--- config.mk ---
export PLATFORM = sky130hd
export DESIGN_NAME = ntd_ctrl
export DESIGN_NICKNAME = d
export VERILOG_FILES = /design/src/ntd_pkg.sv /design/src/ntd_ctrl.sv
export SDC_FILE = /design/constraint.sdc
export NUM_CORES = 1
export LEC_CHECK = 0
export ABC_AREA = 1
export ABC_CLOCK_PERIOD_IN_PS = 3260
export BUFFER_PORTS_ARGS = -buffer_cell sky130_fd_sc_hd__buf_4
export CAP_MARGIN = 20
export CORE_MARGIN = 2
export CORE_UTILIZATION = 44
export DETAILED_ROUTE_END_ITERATION = 10
export PLACE_DENSITY = 0.84
export SLEW_MARGIN = 20
export SYNTH_ARGS = -nofsm -noshare
export SYNTH_HDL_FRONTEND = slang
export SYNTH_SLANG_ARGS = --single-unit
--- constraint.sdc ---
create_clock -name clk -period 3.26 [get_ports clk]
set_input_delay 0.163 -clock clk [delete_from_list [all_inputs] [get_ports clk]]
set_output_delay 0.163 -clock clk [all_outputs]
set_load 0.1 [all_outputs]
--- src/ntd_pkg.sv ---
// ----------------------------------------------------------------------------
// ntd_pkg
// Shared types, constants and helpers of the n-tuple TD value engine.
// ----------------------------------------------------------------------------
package ntd_pkg;

  localparam int DEF_TUPLE_LEN  = 4;
  localparam int DEF_NUM_TUPLES = 4;
  localparam int DEF_CELL_BASE  = 22;

  localparam int NUM_CELLS = 16;
  localparam int CODE_W    = 5;
  localparam int NUM_SYM   = 8;
  localparam int FRAC_W    = 16;
  localparam int DEN_SHIFT = 19;   // 8 symmetries * 2^16

  localparam int PADDR_W = 5;
  localparam int PDATA_W = 32;

  localparam logic [15:0] RST_LR    = 16'd6554;
  localparam logic [2:0]  RST_TC    = 3'd4;
  localparam logic        RST_TE    = 1'b1;
  localparam logic [15:0] RST_CELLS_A = 16'd291;
  localparam logic [15:0] RST_CELLS_B = 16'd18023;
  localparam logic [15:0] RST_CELLS_C = 16'd35243;
  localparam logic [15:0] RST_CELLS_D = 16'd52719;

  typedef enum logic [2:0] {
    REG_LEARN_RATE  = 3'd0,
    REG_TUPLE_COUNT = 3'd1,
    REG_TRAIN_EN    = 3'd2,
    REG_CELLS_A     = 3'd3,
    REG_CELLS_B     = 3'd4,
    REG_CELLS_C     = 3'd5,
    REG_CELLS_D     = 3'd6,
    REG_UNUSED      = 3'd7
  } reg_idx_t;

  typedef logic [15:0] cells_t [4];

  // controller -> datapath
  typedef struct packed {
    logic clr_wr;
    logic load;
    logic it_rst;
    logic it_adv;
    logic rd;
    logic acc_clr;
    logic acc_add;
    logic latch_before;
    logic latch_after;
    logic err_calc;
    logic mul;
    logic mul_mv;
    logic div_start;
    logic div_mv;
    logic scaled_latch;
    logic mv_latch;
    logic wr;
    logic nv_update;
    logic out_load;
  } cmd_t;

  // datapath -> controller
  typedef struct packed {
    logic clr_last;
    logic it_last;
    logic ab_zero;
    logic div_done;
    logic train;
  } stat_t;

  function automatic longint span_of(input int tl, input int base);
    longint s;
    s = 1;
    for (int i = 0; i < tl; i++) s = s * base;
    return s;
  endfunction

endpackage

--- src/ntd_ctrl.sv ---
// ----------------------------------------------------------------------------
// ntd_ctrl
// Sequencer: clear sweep, evaluate passes, error scaling, per-weight update.
// ----------------------------------------------------------------------------
module ntd_ctrl (
  input  logic           clk,
  input  logic           rst_n,
  input  logic           in_valid,
  output logic           in_ready,
  output logic           out_valid,
  input  logic           out_ready,
  output ntd_pkg::cmd_t  cmd,
  input  ntd_pkg::stat_t stat
);

  typedef enum logic [3:0] {
    S_CLEAR, S_IDLE, S_EV_RD, S_EV_ACC, S_ERR, S_MUL, S_DIV_S, S_DIV_W,
    S_UP_RD, S_UP_MUL, S_UP_DIV, S_UP_DW, S_UP_WR, S_DONE
  } state_t;

  state_t state_r, state_nxt;
  logic   pass_r, pass_nxt;
  logic   out_valid_r, out_valid_nxt;
  logic   out_free;

  assign out_free  = !out_valid_r || out_ready;
  assign in_ready  = (state_r == S_IDLE);
  assign out_valid = out_valid_r;

  always_comb begin
    cmd           = '0;
    state_nxt     = state_r;
    pass_nxt      = pass_r;
    out_valid_nxt = out_valid_r && !out_ready;
    unique case (state_r)
      S_CLEAR: begin
        cmd.clr_wr = 1'b1;
        if (stat.clr_last) state_nxt = S_IDLE;
      end
      S_IDLE: begin
        if (in_valid) begin
          cmd.load    = 1'b1;
          cmd.it_rst  = 1'b1;
          cmd.acc_clr = 1'b1;
          pass_nxt    = 1'b0;
          state_nxt   = S_EV_RD;
        end
      end
      S_EV_RD: begin
        cmd.rd    = 1'b1;
        state_nxt = S_EV_ACC;
      end
      S_EV_ACC: begin
        cmd.acc_add = 1'b1;
        if (stat.it_last) begin
          if (pass_r) begin
            cmd.latch_after = 1'b1;
            state_nxt       = S_DONE;
          end else begin
            cmd.latch_before = 1'b1;
            if (stat.train) begin
              state_nxt = S_ERR;
            end else begin
              cmd.latch_after = 1'b1;
              state_nxt       = S_DONE;
            end
          end
        end else begin
          cmd.it_adv = 1'b1;
          state_nxt  = S_EV_RD;
        end
      end
      S_ERR: begin
        cmd.err_calc = 1'b1;
        state_nxt    = S_MUL;
      end
      S_MUL: begin
        cmd.mul   = 1'b1;
        state_nxt = S_DIV_S;
      end
      S_DIV_S: begin
        cmd.div_start = 1'b1;
        state_nxt     = S_DIV_W;
      end
      S_DIV_W: begin
        if (stat.div_done) begin
          cmd.scaled_latch = 1'b1;
          cmd.it_rst       = 1'b1;
          state_nxt        = S_UP_RD;
        end
      end
      S_UP_RD: begin
        cmd.rd    = 1'b1;
        state_nxt = S_UP_MUL;
      end
      S_UP_MUL: begin
        cmd.mul    = 1'b1;
        cmd.mul_mv = 1'b1;
        state_nxt  = stat.ab_zero ? S_UP_WR : S_UP_DIV;
      end
      S_UP_DIV: begin
        cmd.div_start = 1'b1;
        cmd.div_mv    = 1'b1;
        state_nxt     = S_UP_DW;
      end
      S_UP_DW: begin
        if (stat.div_done) begin
          cmd.mv_latch = 1'b1;
          state_nxt    = S_UP_WR;
        end
      end
      S_UP_WR: begin
        cmd.wr = 1'b1;
        if (stat.it_last) begin
          cmd.it_rst  = 1'b1;
          cmd.acc_clr = 1'b1;
          pass_nxt    = 1'b1;
        end else begin
          cmd.it_adv = 1'b1;
        end
        state_nxt = stat.it_last ? S_EV_RD : S_UP_RD;
      end
      S_DONE: begin
        if (out_free) begin
          cmd.out_load  = 1'b1;
          cmd.nv_update = pass_r;
          out_valid_nxt = 1'b1;
          state_nxt     = S_IDLE;
        end
      end
      default: state_nxt = S_IDLE;
    endcase
  end

  always_ff @(posedge clk) begin
    if (!rst_n) begin
      state_r     <= S_CLEAR;
      pass_r      <= 1'b0;
      out_valid_r <= 1'b0;
    end else begin
      state_r     <= state_nxt;
      pass_r      <= pass_nxt;
      out_valid_r <= out_valid_nxt;
    end
  end

endmodule

# ---- Yosys cells after proc, flatten, opt, wreduce, memory -nomap -nowiden
# Index checks and enable logic that the tools add are counted.
dict set report classes {
  eq_ne 19
  n_mux 42
  reduce_logical 12
}
# op n
set ops {}
lappend ops {{$pmux W4 S14} 1}
lappend ops {{$mux W4} 9}
lappend ops {{$eq A4 B4 Y1 const B} 6}
lappend ops {{$mux W1} 23}
lappend ops {{$eq A4 B3 Y1 const B} 4}
lappend ops {{$ne A2 B2 Y1 const B} 6}
lappend ops {{$eq A4 B2 Y1 const B} 2}
lappend ops {{$mux W2} 4}
lappend ops {{$reduce_or A2 Y1} 4}
lappend ops {{$mux W3} 2}
lappend ops {{$reduce_and A5 Y1} 1}
lappend ops {{$eq A4 B1 Y1 const B} 1}
lappend ops {{$logic_not A4 Y1} 1}
lappend ops {{$pmux W1 S2} 2}
lappend ops {{$pmux W1 S3} 1}
lappend ops {{$reduce_and A3 Y1} 1}
lappend ops {{$logic_not A1 Y1} 2}
lappend ops {{$reduce_bool A2 Y1} 1}
lappend ops {{$logic_and A1 B1 Y1} 1}
lappend ops {{$logic_or A1 B1 Y1} 1}
dict set report totals {
  reg_bits 6
  in_bits 9
  wordCells 76
  out_inout_bits 21
}

# ---- Depth between registers and ports, before layout
dict set report depth {
  ltp_word 4
  depth_mapped 10
  ltp_nobuf 10
}

# ---- Least setup slack after synthesis
# No wires, ideal clock.
dict set report synth_timing {
  path_kind {register to output}
  start {register state_r[0]}
  end {output cmd[16] (netlist name)}
  stages_incl_launch_ff 8
  slack_ps -570
  t_arrival_ps 3667
  n_path_buf 0
  required_time_ps 3097
  cell_sequence {dfxtp_1 > inv_1 > nor2_2 > nand2_1 > nor2_1 > inv_1 > nand2_1 > or2_1}
}
# item line_no
set synth_lines {}
lappend synth_lines {{start: declaration} ntd_ctrl.sv:21} ;# state_t state_r, state_nxt;
lappend synth_lines {{start signal: assignment} ntd_ctrl.sv:141} ;# state_r <= state_nxt;
lappend synth_lines {{end: declaration} ntd_ctrl.sv:12} ;# output ntd_pkg::cmd_t cmd,

==> run_results.csv <==
group,metric,value,unit
worst_setup_path,crit-reg2reg-launch,"state_r[3]",
timing,fmax,540,MHz
die,ios,30,
worst_hold_path,hp-class,"in -> reg",
grt,grt_max_degree,7,
clocking,cts_hold_repair.buffers,0,
clocking,ctsHtreeMaxLevel,1,
die,die_h,41.3,um
yosys,ys_ff_latch,6,
run_status,status,"finished, final reports clean",
drt,postRouteWirelength,1.65,mm
worst_setup_path,crit_fanout,5,
timing,final_hold_viol_count,0,
clocking,cts_resized,0,
placement,portBuffers,29,
clocking,tritoncts,"built",
yosys,synth_area,613,sq um
grt,grt_overflow,0,
placement,place_inst,154,
worst_setup_path,endpoint_kind,"primary output",
grt,grt_pass1_wl,2.46,mm
timing,report.final.slew_viol_count,0,
yosys,synth_common_cells,"21 x nand2_1, 20 x inv_1, 17 x nor2_1, 9 x nand2_2",
die,die_w,41.3,um
pwr,ir_drop,445,uV
timing,fin_hold_ws,0.160,ns
timing,setup_tns,0,ns
yosys,synth_edf_count,0,
clocking,cts_buffer_depth,2,
drt,via_count,750,
drt,dr.pass1.iters,5,
die,initial_core_util,47.1,%
placement,dp_hpwl,1.40,mm
grt,grt_pass1_vias,631,
clocking,clkLatencyLatePin,0.25,ns
timing,worstMarginPinSlew,0.285,ns
worst_setup_path,critPathArrivalTime,1.69,ns
worst_setup_path,crit_path_start_kind,"flop",
cells_and_area,fill_cells,140,
worst_hold_path,worstHoldStart,"rst_n",
cells_and_area,fin_cells,157,
cells_and_area,fin_util,67.0,%
clocking,cts.sinks,6,
drt,viasPerCell,4.78,
yosys,avgSynthCellArea,5.52,sq um
yosys,synth.most_common_cell,"nand2_1",
cells_and_area,num-nets-final,153,
grt,grt_usage,22.4,%
timing,finalCritPeriodShare,56.8,%
yosys,synthCells,111,
pwr,cellPowerDensity,466,nW/um^2
drt,routedWlPerCell,10.5,um
yosys,synth-seq-area-share,19.6,%
timing,rsz0062_at_grt,"no",
worst_setup_path,cp.required,3.10,ns
yosys,synth_area_leader_cell,"dfxtp_1",
cells_and_area,area_delta_synth_final,42.2,%
pwr,p_leak,0.000506,uW
clocking,cts_setup_buffers,0,
timing,fin_skew,0.00233,ns
yosys,synthTopCellsByArea,"dfxtp_1 20%, nand2_1 13%, inv_1 12%",
grt,antenna_found_initial,0,
yosys,synthDistinctLibCells,19,
flow_run,drv_cap,0,
clocking,cts_root_buf,"clkbuf_4",
yosys,yosys_warnings,0,
drt,final_antenna_net_count,0,
timing,setup_violations,0,
drt,drt_iter0_drc,18,
timing,slew_headroom,80.9,%
placement,gp_congestion,0.831,
worst_setup_path,critPathMaxStageDelay,0.39,ns
die,std_cell_rows,13,
yosys,synth_top_area_share,19.6,%
worst_setup_path,critical-path-slowest-cell,"dfxtp_1",
yosys,synth_ff_type,"dfxtp_1",
clocking,clk_pin_slew,0.04,ns
worst_setup_path,critPathKind,"reg -> out",
timing,period_minus_slack,1.85,ns
yosys,syn_nets,120,
drt,drc,0,
worst_setup_path,startpoint,"state_r[0]",
die,die_area,1710,sq um
yosys,synthArstFlopShare,0,%
die,core,1300,sq um
worst_setup_path,cp_cell_sequence,"inv_1 > nor2_2 > nand2_1 > nor2_4 > inv_1 > nand2_1 > or2_1 > buf_4",
cells_and_area,antenna_cells,0,
clocking,cts_buffers,3,
cells_and_area,drive_gt1_share,40.1,%
final cells by class:
class | instances | area (sq um) | area share, %
flip-flops and latches | 6 | 120 | 13.8
clock buffers | 3 | 22.5 | 2.58
repair buffers | 29 | 218 | 25.0
inverters | 25 | 93.8 | 10.8
well taps | 15 | 18.8 | 2.15
multi-input cells | 79 | 399 | 45.8
where the power goes:
part           internal, uW  leakage (uW)  total, uW  switching [uW]
registers              78.9     0.0000487       86.5            7.58
clock network          41.7     0.0000138       69.5            27.8
logic                  56.7      0.000443        250             194
total                   177      0.000506        406             229
layer usage:
metal  up-vias  track usage [%]  part of all wire, %
met5         -                0                    0
met4         0             12.1                  2.1
met3         5             1.60                  4.5
met2        22             39.1                   50
met1       323             27.3                   43
li1        400                -                    -
per-stage QoR:
step / total power, uW / setup slack [ns] / cell area [sq um]
floorplan: 287 / 0.183 / 621
global placement: 333 / 1.73 / 850
detailed placement: 337 / 1.68 / 850
CTS: 407 / 1.41 / 872
global route: 424 / 1.28 / 872
finish: 406 / 1.41 / 872
kinds of logic (layout without fill, tap and decap cells):
logic type / count (synthesis) / in the layout / share of synthesized area (%)
AOI/OAI and AO/OA: 13 / 13 / 11.2
buffers and inverters: 26 / 57 / 16.5
DFF: 6 / 6 / 19.6
and+or+nand+nor: 66 / 66 / 52.7
state kept, by name, summed over array words and instances (netlist names):
name	cells
state_r	4
out_valid	1
pass_r	1
placed cells by master (no fill, tap or decap):
| cell | count |
|---|---|
| nand3_2 | 1 |
| nand2_4 | 1 |
| inv_2 | 4 |
| nand3_1 | 5 |
| clkbuf_4 | 3 |
| a21oi_1 | 7 |
| buf_4 | 29 |
| o21ai_0 | 5 |
| or2_1 | 1 |
| nand4_1 | 1 |
| nor2_2 | 7 |
| nand2_2 | 9 |
| nor2_1 | 16 |
| nor3_1 | 2 |
| nand2_1 | 21 |
| inv_1 | 20 |
| clkinv_1 | 1 |
| nor2_4 | 2 |
| o21ai_2 | 1 |
| dfxtp_1 | 6 |
final timing paths:
path         slack (ns)          to  depth (start not counted)
max                1.41     cmd[16]                          8
min                0.16  state_r[0]                          3
max reg2reg        1.89  state_r[1]                         10
min reg2reg        0.49      pass_r                          2
critical path: cells and delay by family, from the launching register on:
family	cells	cell delay, ns
simple gates	5	0.61
buf+inv	3	0.42
flops	1	0.39
No activity file was read; power rests on OpenSTA's default activity.
