==> src/ntd_pkg.sv <==
// ----------------------------------------------------------------------------
// ntd_pkg
// Shared types, constants and helpers of the n-tuple TD value engine.
// ----------------------------------------------------------------------------
package ntd_pkg;

  localparam int DEF_TUPLE_LEN  = 4;
  localparam int DEF_NUM_TUPLES = 4;
  localparam int DEF_CELL_BASE  = 22;

  localparam int NUM_CELLS = 16;
  localparam int CODE_W    = 5;
  localparam int NUM_SYM   = 8;
  localparam int FRAC_W    = 16;
  localparam int DEN_SHIFT = 19;   // 8 symmetries * 2^16

  localparam int PADDR_W = 5;
  localparam int PDATA_W = 32;

  localparam logic [15:0] RST_LR    = 16'd6554;
  localparam logic [2:0]  RST_TC    = 3'd4;
  localparam logic        RST_TE    = 1'b1;
  localparam logic [15:0] RST_CELLS_A = 16'd291;
  localparam logic [15:0] RST_CELLS_B = 16'd18023;
  localparam logic [15:0] RST_CELLS_C = 16'd35243;
  localparam logic [15:0] RST_CELLS_D = 16'd52719;

  typedef enum logic [2:0] {
    REG_LEARN_RATE  = 3'd0,
    REG_TUPLE_COUNT = 3'd1,
    REG_TRAIN_EN    = 3'd2,
    REG_CELLS_A     = 3'd3,
    REG_CELLS_B     = 3'd4,
    REG_CELLS_C     = 3'd5,
    REG_CELLS_D     = 3'd6,
    REG_UNUSED      = 3'd7
  } reg_idx_t;

  typedef logic [15:0] cells_t [4];

  // controller -> datapath
  typedef struct packed {
    logic clr_wr;
    logic load;
    logic it_rst;
    logic it_adv;
    logic rd;
    logic acc_clr;
    logic acc_add;
    logic latch_before;
    logic latch_after;
    logic err_calc;
    logic mul;
    logic mul_mv;
    logic div_start;
    logic div_mv;
    logic scaled_latch;
    logic mv_latch;
    logic wr;
    logic nv_update;
    logic out_load;
  } cmd_t;

  // datapath -> controller
  typedef struct packed {
    logic clr_last;
    logic it_last;
    logic ab_zero;
    logic div_done;
    logic train;
  } stat_t;

  function automatic longint span_of(input int tl, input int base);
    longint s;
    s = 1;
    for (int i = 0; i < tl; i++) s = s * base;
    return s;
  endfunction

endpackage

==> src/ntd_cfg.sv <==
// ----------------------------------------------------------------------------
// ntd_cfg
// APB-style register file; also clamps the tuple count.
// ----------------------------------------------------------------------------
module ntd_cfg #(
  parameter int NUM_TUPLES = ntd_pkg::DEF_NUM_TUPLES
) (
  input  logic                        clk,
  input  logic                        rst_n,
  input  logic                        psel,
  input  logic                        penable,
  input  logic                        pwrite,
  input  logic [ntd_pkg::PADDR_W-1:0] paddr,
  input  logic [ntd_pkg::PDATA_W-1:0] pwdata,
  output logic [ntd_pkg::PDATA_W-1:0] prdata,
  output logic [15:0]                 learn_rate,
  output logic [2:0]                  count_eff,
  output logic                        train_en,
  output ntd_pkg::cells_t             cells
);

  logic [15:0] lr_r;
  logic [2:0]  tc_r;
  logic        te_r;
  logic [15:0] cells_r [4];
  ntd_pkg::reg_idx_t idx;
  logic        wr_en;

  assign idx   = ntd_pkg::reg_idx_t'(paddr[4:2]);
  assign wr_en = psel && penable && pwrite;

  always_ff @(posedge clk) begin
    if (!rst_n) begin
      lr_r       <= ntd_pkg::RST_LR;
      tc_r       <= ntd_pkg::RST_TC;
      te_r       <= ntd_pkg::RST_TE;
      cells_r[0] <= ntd_pkg::RST_CELLS_A;
      cells_r[1] <= ntd_pkg::RST_CELLS_B;
      cells_r[2] <= ntd_pkg::RST_CELLS_C;
      cells_r[3] <= ntd_pkg::RST_CELLS_D;
    end else if (wr_en) begin
      unique case (idx)
        ntd_pkg::REG_LEARN_RATE:  lr_r       <= pwdata[15:0];
        ntd_pkg::REG_TUPLE_COUNT: tc_r       <= pwdata[2:0];
        ntd_pkg::REG_TRAIN_EN:    te_r       <= pwdata[0];
        ntd_pkg::REG_CELLS_A:     cells_r[0] <= pwdata[15:0];
        ntd_pkg::REG_CELLS_B:     cells_r[1] <= pwdata[15:0];
        ntd_pkg::REG_CELLS_C:     cells_r[2] <= pwdata[15:0];
        ntd_pkg::REG_CELLS_D:     cells_r[3] <= pwdata[15:0];
        default: ;
      endcase
    end
  end

  always_comb begin
    unique case (idx)
      ntd_pkg::REG_LEARN_RATE:  prdata = {16'd0, lr_r};
      ntd_pkg::REG_TUPLE_COUNT: prdata = {29'd0, tc_r};
      ntd_pkg::REG_TRAIN_EN:    prdata = {31'd0, te_r};
      ntd_pkg::REG_CELLS_A:     prdata = {16'd0, cells_r[0]};
      ntd_pkg::REG_CELLS_B:     prdata = {16'd0, cells_r[1]};
      ntd_pkg::REG_CELLS_C:     prdata = {16'd0, cells_r[2]};
      ntd_pkg::REG_CELLS_D:     prdata = {16'd0, cells_r[3]};
      default:                  prdata = '0;
    endcase
  end

  always_comb begin
    if (tc_r == 3'd0)                  count_eff = 3'd1;
    else if (32'(tc_r) > NUM_TUPLES)   count_eff = 3'(NUM_TUPLES);
    else                               count_eff = tc_r;
  end

  assign learn_rate = lr_r;
  assign train_en   = te_r;
  assign cells      = cells_r;

endmodule

==> config.mk <==
export PLATFORM = sky130hd
export DESIGN_NAME = ntd_cfg
export DESIGN_NICKNAME = d
export VERILOG_FILES = /design/src/ntd_pkg.sv /design/src/ntd_cfg.sv
export SDC_FILE = /design/constraint.sdc
export NUM_CORES = 1
export LEC_CHECK = 0
export ABC_AREA = 1
export BUFFER_PORTS_ARGS = -buffer_cell sky130_fd_sc_hd__clkbuf_2
export CAP_MARGIN = 20
export CORE_MARGIN = 2
export CORE_UTILIZATION = 45
export CTS_BUF_LIST = sky130_fd_sc_hd__clkbuf_8
export DETAILED_ROUTE_END_ITERATION = 10
export PLACE_DENSITY = 0.74
export SETUP_SLACK_MARGIN = 0.05
export SYNTH_ARGS = -nofsm -noshare
export SYNTH_HDL_FRONTEND = slang
export SYNTH_SLANG_ARGS = --single-unit
==> constraint.sdc <==
create_clock -name clk -period 2.05 [get_ports clk]
set_input_delay 0.1025 -clock clk [delete_from_list [all_inputs] [get_ports clk]]
set_output_delay 0.1025 -clock clk [all_outputs]
set_load 0.02 [all_outputs]
# After elaboration in Yosys (flattened, before gate mapping)

Cells that the tools add are included.

Bits in registers: 84
Input port bits: 42
Output and inout port bits: 116
Word-level logic and storage cells: 28

$lt $le $gt $ge: 1
Equality and inequality tests: 6
Muxes and demuxes: 3
Reduce and logical (&&, ||, !) cells: 11

Operators with widths:

| operator                                                               | count |
|---|---|
| 16-bit one-hot mux with 7 select lines                                 | 1 |
| 2-bit AND reduction                                                    | 7 |
| 3-bit equality test (second input constant)                            | 3 |
| 3-bit by 2-bit equality test with 1-bit output (second input constant) | 2 |
| 3-bit zero test                                                        | 2 |
| 3-bit two-way mux                                                      | 2 |
| 3-bit by 1-bit equality test with 1-bit output (second input constant) | 1 |
| 3-bit greater-than comparator (second input constant)                  | 1 |
| 1-bit logical AND                                                      | 2 |

# Logic depth before layout (Yosys ltp)

Gate-level depths: netlist of the first run.

Depth in word-level cells: 3
Mapped depth: 9
Mapped depth without buffers: 7

# Worst setup path before layout of the first run

OpenSTA, ideal clock, no wires.

Path type: input to output
From: in paddr[3] (netlist bit)
To: out prdata[2] (netlist bit)
Arrival: 0.960 ns
Data required time: 1.947 ns
Setup slack: 0.987 ns
Stages: 9
Path buffers: 2
Path through: buf_6 > inv_2 > nand2_2 > nor2_2 > buf_4 > nand2_1 > nand2_1 > inv_1 > nand2_1

Longest elaborated chain between the ends: 2
Elaborated cells between the ends (all ways): 8
Those cells by class: eq/ne: 6; mux: 1; reduce/logical: 1

RTL lines:

| what                                        | RTL line      | RTL |
|---|---|---|
| start, declared                             | ntd_cfg.sv:13 | `input logic [ntd_pkg::PADDR_W-1:0] paddr,` |
| 3-bit equality test (tied with other cells) | ntd_cfg.sv:56 | `unique case (idx)` |
| 16-bit one-hot mux with 7 select lines *    | ntd_cfg.sv:56 |  |
| end, declared                               | ntd_cfg.sv:15 | `output logic [ntd_pkg::PDATA_W-1:0] prdata,` |

Every way passes the cells marked *; elsewhere a longest branch is shown, timed or not.

# Worst setup path in the final report of the first run

From: in paddr[3] (netlist bit)
To: out prdata[1] (netlist bit)

Same word-level chain as after synthesis.

==> flow_metrics.py, run 1 <==
metrics = {
    "yosys": {
        "ys_types": 25,
        "yosys_warnings": 0,
        "synth_top_cells_by_area": "dfxtp_1 39%, nand2_1 16%, nor2_1 11%",
        "synth_enable_flop_cells": 0,
        "syn_avg_cell_area_um2": 6.51,
        "synth_top_cell_area_share_pct": 38.8,
        "yosysTopAreaCell": "dfxtp_1",
        "async_reset_ff_share_pct": 0,
        "synth_ff_type": "dfxtp_1",
        "syn-cell-area_um2": 4330,
        "synth_cells": 665,
        "seq_area_frac_synth_pct": 38.8,
        "synth-seq-cells": 84,
    },
    "flow_run": {
        "maxCapViolations": 0,
    },
    "critical_path": {
        "crit_top_cell": "nand2_1",
        "path_cells": "clkbuf_2 > inv_2 > nand2_2 > nor2_2 > buf_4 > nand2_1 > nand2_1 > inv_1 > nand2_1 > clkbuf_2",
        "worst_path_max_delay_cell": "inv_2",
        "critPathBufInv": 5,
        "cp_top_family": "buffers and inverters",
        "worstPathMaxFanout": 14,
        "timing.rr.start": "tc_r[2]",
        "required_ps": 1950,
        "start_kind": "input port",
        "rr_worst_depth": 2,
        "crit_type": "in -> out",
        "cp.arrival_ps": 1560,
        "critPathMaxStageDelay_ps": 290,
        "crit_start": "paddr[3]",
        "r2r-end": "tc_r[2]",
        "r2r_setup_slack_ps": 1370,
        "worstSetupEndpointType": "primary output",
    },
    "clock_tree": {
        "h-tree-depth": 3,
        "clk_pin_slew_ps": 90,
        "cts.repair.resized": 0,
        "cts_tree": "yes",
        "clk_path_buf_depth": 2,
        "post_cts_buffers": 0,
        "cts_root_buffer": "clkbuf_8",
        "cts_buffers": 9,
        "clk_latency_ps": 350,
        "numClockSinks": 84,
    },
    "drt": {
        "viasPerCell": 5.09,
        "ant_nets": 0,
        "routed-via-count": 4648,
        "wl_um": 13300,
        "first_pass_iters": 5,
        "route.detailed.drc": 0,
        "dr.first_iter.drc_count": 250,
        "avgRoutedWirePerCell_um": 14.5,
    },
    "global_route": {
        "antenna_found_initial": 0,
        "overflow": 0,
        "grt_max_degree": 85,
        "grt_pass1_vias": 4295,
        "grt_pass1_wl_um": 21000,
        "grt_usage_pct": 26.1,
    },
    "timing": {
        "finalSetupTns_ps": 0,
        "finalSetupViolCount": 0,
        "fmax_ghz": 0.601,
        "final-max-slew-violation-count": 0,
        "post-route-min-period_ps": 1670,
        "hold_viol": 0,
        "tightest_slew_ps": 526,
        "period_share_pct": 81.2,
        "rsz0062_at_grt": "no",
        "slew_headroom_pct": 64.9,
        "fin_skew_ps": 0,
    },
    "place": {
        "numPortBuffers": 123,
        "gp_congestion": 0.884,
        "hpwlAfterDp_um": 9300,
    },
    "final_layout": {
        "fillers": 927,
        "postLayoutCoreUtil_pct": 56.5,
        "diodes": 0,
        "nNetsFinal": 822,
        "layout-drive-gt1-share_pct": 22.0,
        "syn2layout_area_growth_pct": 21.1,
    },
    "power_and_ir_drop": {
        "cellLeakagePower_nw": 2.66,
        "ir_worst_vdd_v": 0.000346,
        "power_density_nw_per_um2": 686,
    },
    "die": {
        "die_w_um": 102,
        "die_area_um2": 10400,
        "core_area_um2": 9280,
        "initial_core_util_pct": 46.7,
        "row_count": 35,
        "die_h_um": 102,
        "io_pins": 158,
    },
    "hold_path": {
        "hold_start": "pwdata[15]",
        "hp-class": "in -> reg",
        "holdPathEnd": "cells[15]",
        "whs_path_depth": 3,
    },
    "run_status": {
        "outcome": "completed",
    },
}
==> area by class of cell <==
cell class	instances	area, um2	area share [%]
Clock buffer	11	151	2.89
Clock inverter	5	98.8	1.88
Inverter	62	240	4.58
Multi-Input combinational cell	479	2100	40.1
Sequential cell	84	1680	32.0
Tap cell	129	161	3.08
Timing Repair Buffer	144	811	15.5
==> metal layers <==
| layer | part of all wire (%) | GRT usage (%) | routed length [um] | vias to the layer above |
|---|---|---|---|---|
| met4 | 2.8 | 12.2 | 373 | 0 |
| met1 | 42 | 33.1 | 5530 | 2117 |
| met2 | 45 | 42.1 | 6040 | 227 |
| met3 | 10 | 6.02 | 1340 | 34 |
| li1 | - | - | - | 2270 |
| met5 | 0 | 0 | 0 | - |
==> where the power goes <==
| part | total, W | switching, W | internal (W) |
|---|---|---|---|
| registers | 0.00167 | 0.0000183 | 0.00165 |
| clock network | 0.00147 | 0.000599 | 0.000870 |
| logic | 0.000460 | 0.000329 | 0.000131 |
==> cells by family after synthesis <==
group	share of synthesized area (%)
and+or+nand+nor	43.2
DFF	38.8
buffers and inverters	13.9
AOI/OAI and AO/OA	3.93
other	0.0866
==> worst max-delay path by stage <==
stage / slack (ps) / end / cells after the start
floorplan: 990 / prdata[2] / 9
global placement: 430 / prdata[1] / 10
detailed placement: 420 / prdata[1] / 10
CTS: 410 / prdata[1] / 10
global route: 260 / prdata[2] / 10
finish: 380 / prdata[1] / 10
==> state kept, by name, indices dropped and copies added (netlist names) <==
signal	flops
train_en	1
learn_rate	16
cells	64
tc_r	3
==> what timing repair did <==
action / CTS / global route
endpoints found under the hold margin: 6 / 0
endpoints found under the setup margin: 0 / 0
hold buffers: 5 / 0
==> cell usage in the layout (no fill, tap or decap) <==
cell type      netlist  layout
conb_1               1      16
buf_12               0       2
nand2_2              4       4
nand3_2              1       1
clkinv_2             0       1
inv_2                2       2
nand2_1            187     187
nand4_1             14      14
clkbuf_8             0      11
nor2_2               1       1
o21ai_0             33      33
inv_4                1       1
bufinv_16            0       3
nor2_1             122     122
buf_4               22      14
dfxtp_1             84      84
nand3_4              3       3
nor3_1               1       1
inv_6                1       1
a21oi_1              1       1
inv_1               58      59
clkbuf_2             1     123
nand3_1             90      90
nor2_8               1       1
nor2_4               5       5
dlygate4sd3_1        0       5
==> synthesized netlist by cell type, types with 2 or more instances <==
cell type / count
buf_4: 22
inv_2: 2
nand2_1: 187
inv_1: 58
nand2_2: 4
buf_2: 10
o21ai_0: 33
clkbuf_1: 10
nor2_1: 122
nor2_4: 5
buf_6: 8
nand4_1: 14
nand3_4: 3
buf_1: 4
nand3_1: 90
dfxtp_1: 84
==> per-stage QoR <==
| stage | setup WS, ps | area (um2) | total power, W | hold slack (ps) | std cells |
|---|---|---|---|---|---|
| after floorplan | 987 | 4390 | 0.00203 | 229 | 680 |
| after global placement | 434 | 4950 | 0.00215 | 334 | 893 |
| after detailed placement | 422 | 4950 | 0.00216 | 339 | 893 |
| after CTS | 414 | 5250 | 0.00361 | 3.51 | 914 |
| after global routing | 258 | 5250 | 0.00373 | 14.1 | 914 |
| final | 385 | 5250 | 0.00360 | 6.34 | 914 |
==> worst register-to-register path: stages (launching register included) <==
cell     delay, ps
dfxtp_1        430
o21ai_0        120
nand3_1         80
Note: power is estimated with default switching activity, not from simulation.
==> run 2: changes to the inputs <==
--- a/config.mk
+++ b/config.mk
@@ -5,7 +5,7 @@
 export SDC_FILE = /design/constraint.sdc
 export NUM_CORES = 1
 export LEC_CHECK = 0
-export ABC_AREA = 1
+export ABC_AREA = 0
 export BUFFER_PORTS_ARGS = -buffer_cell sky130_fd_sc_hd__clkbuf_2
 export CAP_MARGIN = 20
 export CORE_MARGIN = 2
==> constraint.sdc (replaced) <==
create_clock -name clk -period 1.7 [get_ports clk]
set_input_delay 0.085 -clock clk [delete_from_list [all_inputs] [get_ports clk]]
set_output_delay 0.085 -clock clk [all_outputs]
set_load 0.02 [all_outputs]
==> run 2 against run 1 <==
  * Die area fell by 3.7%
  * Sequential cell count unchanged
  * Count of clock-buffer cells in the layout decreased by 1
  * Hold slack improved by 1.8 ps
  * Wire length is 10% lower
  * Total power grew 8.1%
  * Critical endpoint is now prdata[0]
  * Largest power group unchanged
==> flow_metrics.py, run 2 <==
metrics = {
    "power_and_ir_drop": {
        "seqPwrFrac_pct": 51.4,
        "netSwitchingFraction_pct": 26.3,
        "ir_worst_vdd_v": 0.000452,
        "cellLeakagePower_nw": 2.49,
        "power_frac_comb_pct": 13.3,
        "clkPwrFrac_pct": 35.3,
        "power_density_nw_per_um2": 769,
        "power.internal_w": 0.00286,
        "power_switching_w": 0.00102,
    },
    "timing": {
        "finalSetupTns_ps": 0,
        "worst_slack_ps": 60.3,
        "slew_headroom_pct": 56.6,
        "final-max-slew-violation-count": 0,
        "tightest_slew_ps": 651,
        "hold_viol": 0,
        "rsz0062_at_grt": "yes",
        "period_share_pct": 96.5,
        "fmax_ghz": 0.610,
        "post-route-min-period_ps": 1640,
        "fin_skew_ps": 0,
        "finalSetupViolCount": 0,
    },
    "die": {
        "die_w_um": 100,
        "die_h_um": 100,
        "row_count": 35,
        "io_pins": 158,
        "die_area_um2": 10000,
        "core_area_um2": 9110,
        "initial_core_util_pct": 45.7,
    },
    "yosys": {
        "yosysTopAreaCell": "dfxtp_1",
        "synth_enable_flop_cells": 0,
        "synth_common_cells": "84 x dfxtp_1, 71 x mux2i_1, 60 x nand2_1, 43 x a21oi_1, 27 x nor2b_1",
        "synth_cells": 453,
        "ys_types": 31,
        "async_reset_ff_share_pct": 0,
        "synth_top_cells_by_area": "dfxtp_1 40%, mux2i_1 17%, nand2_1 5.4%",
        "yosysMostFrequentCell": "dfxtp_1",
        "synth_ff_type": "dfxtp_1",
        "yosys_warnings": 0,
        "synth_top_cell_area_share_pct": 40.4,
        "synth-seq-cells": 84,
        "syn_avg_cell_area_um2": 9.19,
        "syn-cell-area_um2": 4170,
        "seq_area_frac_synth_pct": 40.4,
    },
    "critical_path": {
        "worstPathMaxFanout": 3,
        "rr_worst_depth": 4,
        "required_ps": 1620,
        "worstSetupEndpointType": "primary output",
        "crit_type": "reg -> out",
        "start_kind": "flip-flop",
        "cp.arrival_ps": 1550,
    },
    "place": {
        "placedCellCount": 669,
        "numPortBuffers": 123,
        "preCtsSetupSlack_ps": 134,
        "gp_congestion": 0.837,
        "hpwlAfterDp_um": 8540,
    },
    "drt": {
        "ant_nets": 0,
        "route.detailed.drc": 0,
        "dr.first_iter.drc_count": 224,
        "avgRoutedWirePerCell_um": 17.4,
        "routed-via-count": 3754,
        "first_pass_iters": 5,
        "viasPerCell": 5.47,
        "wl_um": 12000,
    },
    "final_layout": {
        "syn2layout_area_growth_pct": 21.4,
        "layout_commonest_cell": "clkbuf_2",
        "diodes": 0,
        "layout_common_cells": "121 x clkbuf_2, 82 x dfxtp_1, 71 x mux2i_1",
        "instances_no_fill": 686,
        "fillers": 854,
        "multi_input_area_um2": 2130,
        "nNetsFinal": 613,
        "layout-drive-gt1-share_pct": 30.6,
        "seqCellArea_um2": 1680,
        "largest_reg_flops": 64,
        "postLayoutCoreUtil_pct": 55.5,
    },
    "hold_path": {
        "hp-class": "in -> reg",
        "whs_path_depth": 3,
    },
    "global_route": {
        "grt_pass1_vias": 3553,
        "antenna_found_initial": 0,
        "overflow": 0,
        "grt_usage_pct": 23.5,
        "grt_max_degree": 47,
        "grt_pass1_wl_um": 18600,
    },
    "clock_tree": {
        "numClockSinks": 84,
        "clk_path_buf_depth": 2,
        "clk_latency_ps": 350,
        "cts_buffers": 9,
        "cts_root_buffer": "clkbuf_8",
        "cts_tree": "yes",
        "h-tree-depth": 3,
        "clk_pin_slew_ps": 80,
    },
    "flow_run": {
        "maxCapViolations": 0,
    },
    "run_status": {
        "outcome": "completed",
    },
}
run 2: cell count changes after synthesis, moves of 33 or more:
cell and delta:
nand3_1 -75, nor2_1 -120, a21oi_1 +42, mux2i_1 +71, nand2_1 -127, inv_1 -42
o21ai_0 -33
run 2: path summary, 6_finish.rpt:
| kind | from | endpoint | slack (ps) |
|---|---|---|---|
| min | pwdata[9] | cells[41] | 8 |
| max | tc_r[0] | prdata[0] | 60 |
| min reg2reg | cells[30] | cells[30] | 480 |
| max reg2reg | cells[48] | cells[48] | 760 |
run 2: power groups by stage:
stage	logic (W)	clock network (W)	registers [W]
3_5_place_dp	0.000501	0	0.00204
5_1_grt	0.000555	0.00146	0.00200
2_1_floorplan	0.000348	0	0.00206
6_report	0.000518	0.00137	0.00200
4_1_cts	0.000508	0.00138	0.00200
3_3_place_gp	0.000493	0	0.00204
run 2: stage by stage:
stage          area, um2  total power [W]  hold WS [ps]
2_1_floorplan       4220          0.00241           227
3_3_place_gp        4830          0.00254           359
3_5_place_dp        4830          0.00254           373
4_1_cts             5040          0.00389          6.42
5_1_grt             5060          0.00401          31.3
6_report            5060          0.00389          8.18
run 2: final cells by class:
class	instances	share of cell area, %
clock buffers	10	2.72
flip-flops and latches	84	33.3
multi-input cells	311	42.0
inverters	16	1.19
well taps	111	2.75
clock inverters	5	0.916
repair buffers	149	17.1
run 2: repair_timing:
action | 4_1_cts | 5_1_grt
hold buffers | 1 | 0
setup endpoints to repair | 1 | 3
buffers inserted | 1 | 0
gates resized for setup | 4 | 4
endpoints found under the hold margin | 1 | 0
run 2: cells by family (layout without fill, tap and decap cells):
| family | Yosys count | in the layout | synth area share [%] |
|---|---|---|---|
| AND/OR/NAND/NOR | 130 | 130 | 16.1 |
| AO/OA/AOI/OAI | 90 | 90 | 14.8 |
| flip-flops | 84 | 84 | 40.4 |
| multiplexers | 75 | 75 | 18.4 |
| buffers and inverters | 73 | 180 | 10.2 |
| other | 1 | 16 | 0.0900 |
run 2: worst max-delay path, stage by stage, from the launching register on:
cell and delay [ps]:
dfxtp_1 330, mux4_2 450, mux2_4 290, buf_8 130
run 2: layer usage:
metal  up-vias  wire length (um)  global-route usage, %
met5         -                 0                      0
met4         0               218                   9.17
met3        17               827                   2.99
met2       175              5880                   39.8
met1      1787              5020                   30.6
li1       1775                 -                      -
